**config.mk**
```make
export PLATFORM = sky130hd
export DESIGN_NAME = fsn_ram
export DESIGN_NICKNAME = d
export VERILOG_FILES = /design/src/fsn_ram.sv
export SDC_FILE = /design/constraint.sdc
export NUM_CORES = 2
export LEC_CHECK = 0
export CORE_UTILIZATION = 40
export DETAILED_ROUTE_END_ITERATION = 10
export DONT_BUFFER_PORTS = 1
export GPL_TIMING_DRIVEN = 0
export PLACE_DENSITY_LB_ADDON = 0.3
export SETUP_SLACK_MARGIN = 0.05
export SYNTH_ARGS = -nofsm -noshare
export SYNTH_HDL_FRONTEND = slang
export SYNTH_SLANG_ARGS = --single-unit
```
**constraint.sdc**
```tcl
create_clock -name clk_i -period 6.9 [get_ports clk_i]
set_input_delay 1.035 -clock clk_i [delete_from_list [all_inputs] [get_ports clk_i]]
set_output_delay 1.035 -clock clk_i [all_outputs]
set_load 0.1 [all_outputs]
```
**src/fsn_ram.sv**
```systemverilog
// Generic single-port RAM whose read data is registered.
// Holds the permutation table; no dependencies.
module fsn_ram #(
  parameter int unsigned Width = 8,
  parameter int unsigned Depth = 256
) (
  input  logic                     clk_i,
  input  logic                     we_i,
  input  logic [$clog2(Depth)-1:0] addr_i,
  input  logic [Width-1:0]         wdata_i,
  output logic [Width-1:0]         rdata_o
);

  logic [Width-1:0] mem_q [Depth];
  logic [Width-1:0] rdata_q;

  always_ff @(posedge clk_i) begin
    if (we_i) begin
      mem_q[addr_i] <= wdata_i;
    end
    rdata_q <= mem_q[addr_i];
  end

  assign rdata_o = rdata_q;

endmodule

```
==> metrics.md <==
| Metric | Value |
|---|---|
| Die Area | 198000 µm² |
| Setup Crit Path Kind | in2reg |
| IO buf count | 0 |
| Crit-path max cell delay | 1.33 ns |
| Area grow syn2layout | 12.58% |
| R2R depth | 5 |
| Clk sinks | 2056 |
| Final setup TNS | 0 ns |
| CP Capture Point | rdata_o[2] |
| Nets | 3783 |
| Psw | 5.431 mW |
| Total Wirelength | 211600 µm |
| Max_slew headroom | -4.617% |
| DP Area | 82030 µm² |
| Setup crit start kind | input pin |
| # H-tree levels | 4 |
| Pre-CTS setup slack | 0.7708 ns |
| Cell area after layout | 88370 µm² |
| Worst-Skew Late Latency | 0.85 ns |
| Multi-input gate area | 15780 µm² |
| Clk_skew | 0.04393 ns |
| Fin crit period | 5.699 ns |
| Average vias per placed instance | 5.883 |
| Vias in the first global route | 38470 |
| Pint | 19.95 mW |
| Core box area | 195000 µm² |
| First-pass DRT Iterations | 5 |
| Clock-pin slew on the worst setup and hold paths | 0.06 ns |
| Worst-Margin Slew | 1.549 ns |
| Die height | 445.0 µm |
| Mapped Area | 78490 µm² |
| Clock Power Share | 41.4% |
| Most common cell after layout, fill and taps aside | edfxtp_1 |
| # rows | 162 |
| Post-route ant nets | 0 |
| Final setup viols | 0 |
| Initial antenna violation count | 9 |
| Comb power frac | 4.1% |
| Synthesis warning total | 0 |
| Die W | 445.0 µm |
| Max cap viols | 1 |
| Hpwl dp | 133200 µm |
| Share of cells above drive strength 1 | 22.32% |
| Clk buf depth | 3 |
| Cts repair resizes | 0 |
| Setup WS post-layout | 1.201 ns |
| CTS tree | yes |
| Critical path origin | addr_i[1] |
| Slowest-stage cell, CP | o41ai_1 |
| Top-Level Pins | 26 |
| Outcome | complete, but fails checks |
| Initial core utilization | 40.25% |
| Post-synth cell types | 22 |
| Sw Ratio | 21.40% |
| Hold violation count in the final report | 0 |
| CTS Hold Bufs | 0 |
| Failing checks | capacitance limit, slew limit |
| Synth Area per Inst | 22.13 µm² |
| RSZ-0062 raised after global routing | false |
| DR vias | 38640 |
| Synth Instances | 3547 |
| Largest net degree at the start of global routing | 257 |
| Power per cell area | 287.2 nW/µm² |
| CP arrival | 6.19 ns |
| GRT Residual Overflow | 0 |
| Flop pwr share | 54.5% |
| Pleak | 26.34 nW |
| Root buffer cell | clkbuf_16 |
| Critical Path Fanout Max | 10 |
| Hold Startpoint | wdata_i[0] |
| Syn Nets | 3565 |
| Num CTS Buffers | 203 |
| Setup bufs post-CTS | 0 |
| Final Max Tran Viols | 2 |
| R2R Setup Slk | 2.85 ns |
| Worst EP required | 7.39 ns |
| Most used cell, CP | clkbuf_1 |
| Hold crit path type | in2reg |
| First-pass GRT wire length | 295000 µm |
| Most frequent cells in the layout | edfxtp_1 (2048), mux4_2 (512), a22oi_1 (256) |
| Reg-to-reg endpoint | rdata_o[2] |
| Fmax | 0.1755 GHz |
| Initial drt markers | 5048 |
| Tcrit/Tclk final | 82.60% |
| All-Layer GR Usage | 21.30% |
| Max VDD drop | 0.0002692 V |
| Register area share after synthesis | 78.55% |
| Critical path capture point type | flip-flop |
| GP Congestion | 0.9152 |
| Wire per inst | 32.22 µm |
| Worst path cell trace | buf_2 > clkbuf_1 > clkbuf_1 > mux4_2 > a22oi_1 > a21oi_1 > o41ai_1 > nand4_1 |
| Post-synthesis register bit count | 2056 |
| FILL cells | 16480 |
| DRC viols | 0 |
| FF-to-FF Start | mem_q[190][2] |
| Sequential cell area | 61660 µm² |
[synth_stat cells]
cell | instances | area share (%)
a21oi_1 | 128 | 0.82
a22oi_1 | 256 | 2.4
and2_1 | 3 | 0.024
buf_1 | 19 | 0.091
buf_2 | 36 | 0.23
buf_4 | 16 | 0.15
buf_6 | 16 | 0.23
clkbuf_1 | 145 | 0.69
dfxtp_1 | 8 | 0.20
edfxtp_1 | 2048 | 78
inv_1 | 1 | 0.0048
mux4_2 | 512 | 15
nand2_1 | 28 | 0.13
nand2b_1 | 6 | 0.048
nand3_1 | 13 | 0.083
nand4_1 | 8 | 0.064
nor2_1 | 232 | 1.1
nor2b_1 | 7 | 0.056
nor3_1 | 30 | 0.19
o41ai_1 | 32 | 0.36
or2_2 | 2 | 0.016
or3_1 | 1 | 0.0080
[cell families (layout without fill, tap and decap cells)]
kind of cell	Yosys count	after routing	synth area share [%]
AO/OA/AOI/OAI	416	416	3.622
buffers and inverters	233	624	1.401
flip-flops	2056	2056	78.55
multiplexers	512	512	14.69
other	0	6	0
AND/OR/NAND/NOR	330	330	1.733
[metal layers]
layer	global-route usage [%]	part of all wire (%)	vias to the layer above
li1	-	-	15550
met1	28.83	39	20790
met2	33.07	47	1893
met3	5.035	9.1	403
met4	9.186	4.6	10
met5	0	0.028	-
[worst max-delay path: cells and delay by family]
family          cells  cell delay (ns)
simple gates        1             0.75
mux                 1             0.44
compound gates      3             2.10
buf+inv             3             1.82
[cell type report]
class / count / share of cell area (%)
antenna: 6 / 0.01699
buffer: 232 / 1.263
clock buffer: 256 / 5.974
clock inverter: 122 / 1.127
inverter: 1 / 0.004248
multi-input combinational: 1258 / 17.86
sequential: 2056 / 69.78
tap: 2624 / 3.715
timing repair buffer: 13 / 0.2676
[how the worst min path moves through the flow]
| stage | endpoint | slack (ns) | depth (start not counted) |
|---|---|---|---|
| 2_1_floorplan | rdata_o[0] | 0.82 | 5 |
| 3_3_place_gp | mem_q[215][4] | 1.18 | 0 |
| 3_5_place_dp | mem_q[214][0] | 1.18 | 0 |
| 4_1_cts | mem_q[223][0] | 0.28 | 0 |
| 5_1_grt | mem_q[221][0] | 0.25 | 0 |
| 6_report | mem_q[223][0] | 0.29 | 0 |
[sequential cells by signal, summed over array words and instances (netlist names)]
name and flops:
mem_q 2048, rdata_o 8
[power groups by stage]
stage,Sequential [mW],Combinational (mW),Clock [mW]
floorplan,14.1,0.612,0
global route,13.8,1.06,11.1
detailed placement,14.1,1.02,0
finish,13.8,1.03,10.5
global placement,14.1,1.01,0
CTS,13.8,1.02,10.6
[stage by stage]
stage / util (%) / hold WS (ns) / std cells / power, mW
after floorplan: - / 0.8191 / 3547 / 14.71
after global placement: 41.94 / 1.178 / 6171 / 15.10
after detailed placement: 42.07 / 1.182 / 6181 / 15.11
after CTS: 45.29 / 0.2755 / 6559 / 25.48
after global routing: 45.31 / 0.2550 / 6562 / 25.98
final: 45.32 / 0.2942 / 6568 / 25.38
No activity file was read; power rests on OpenSTA's default activity.
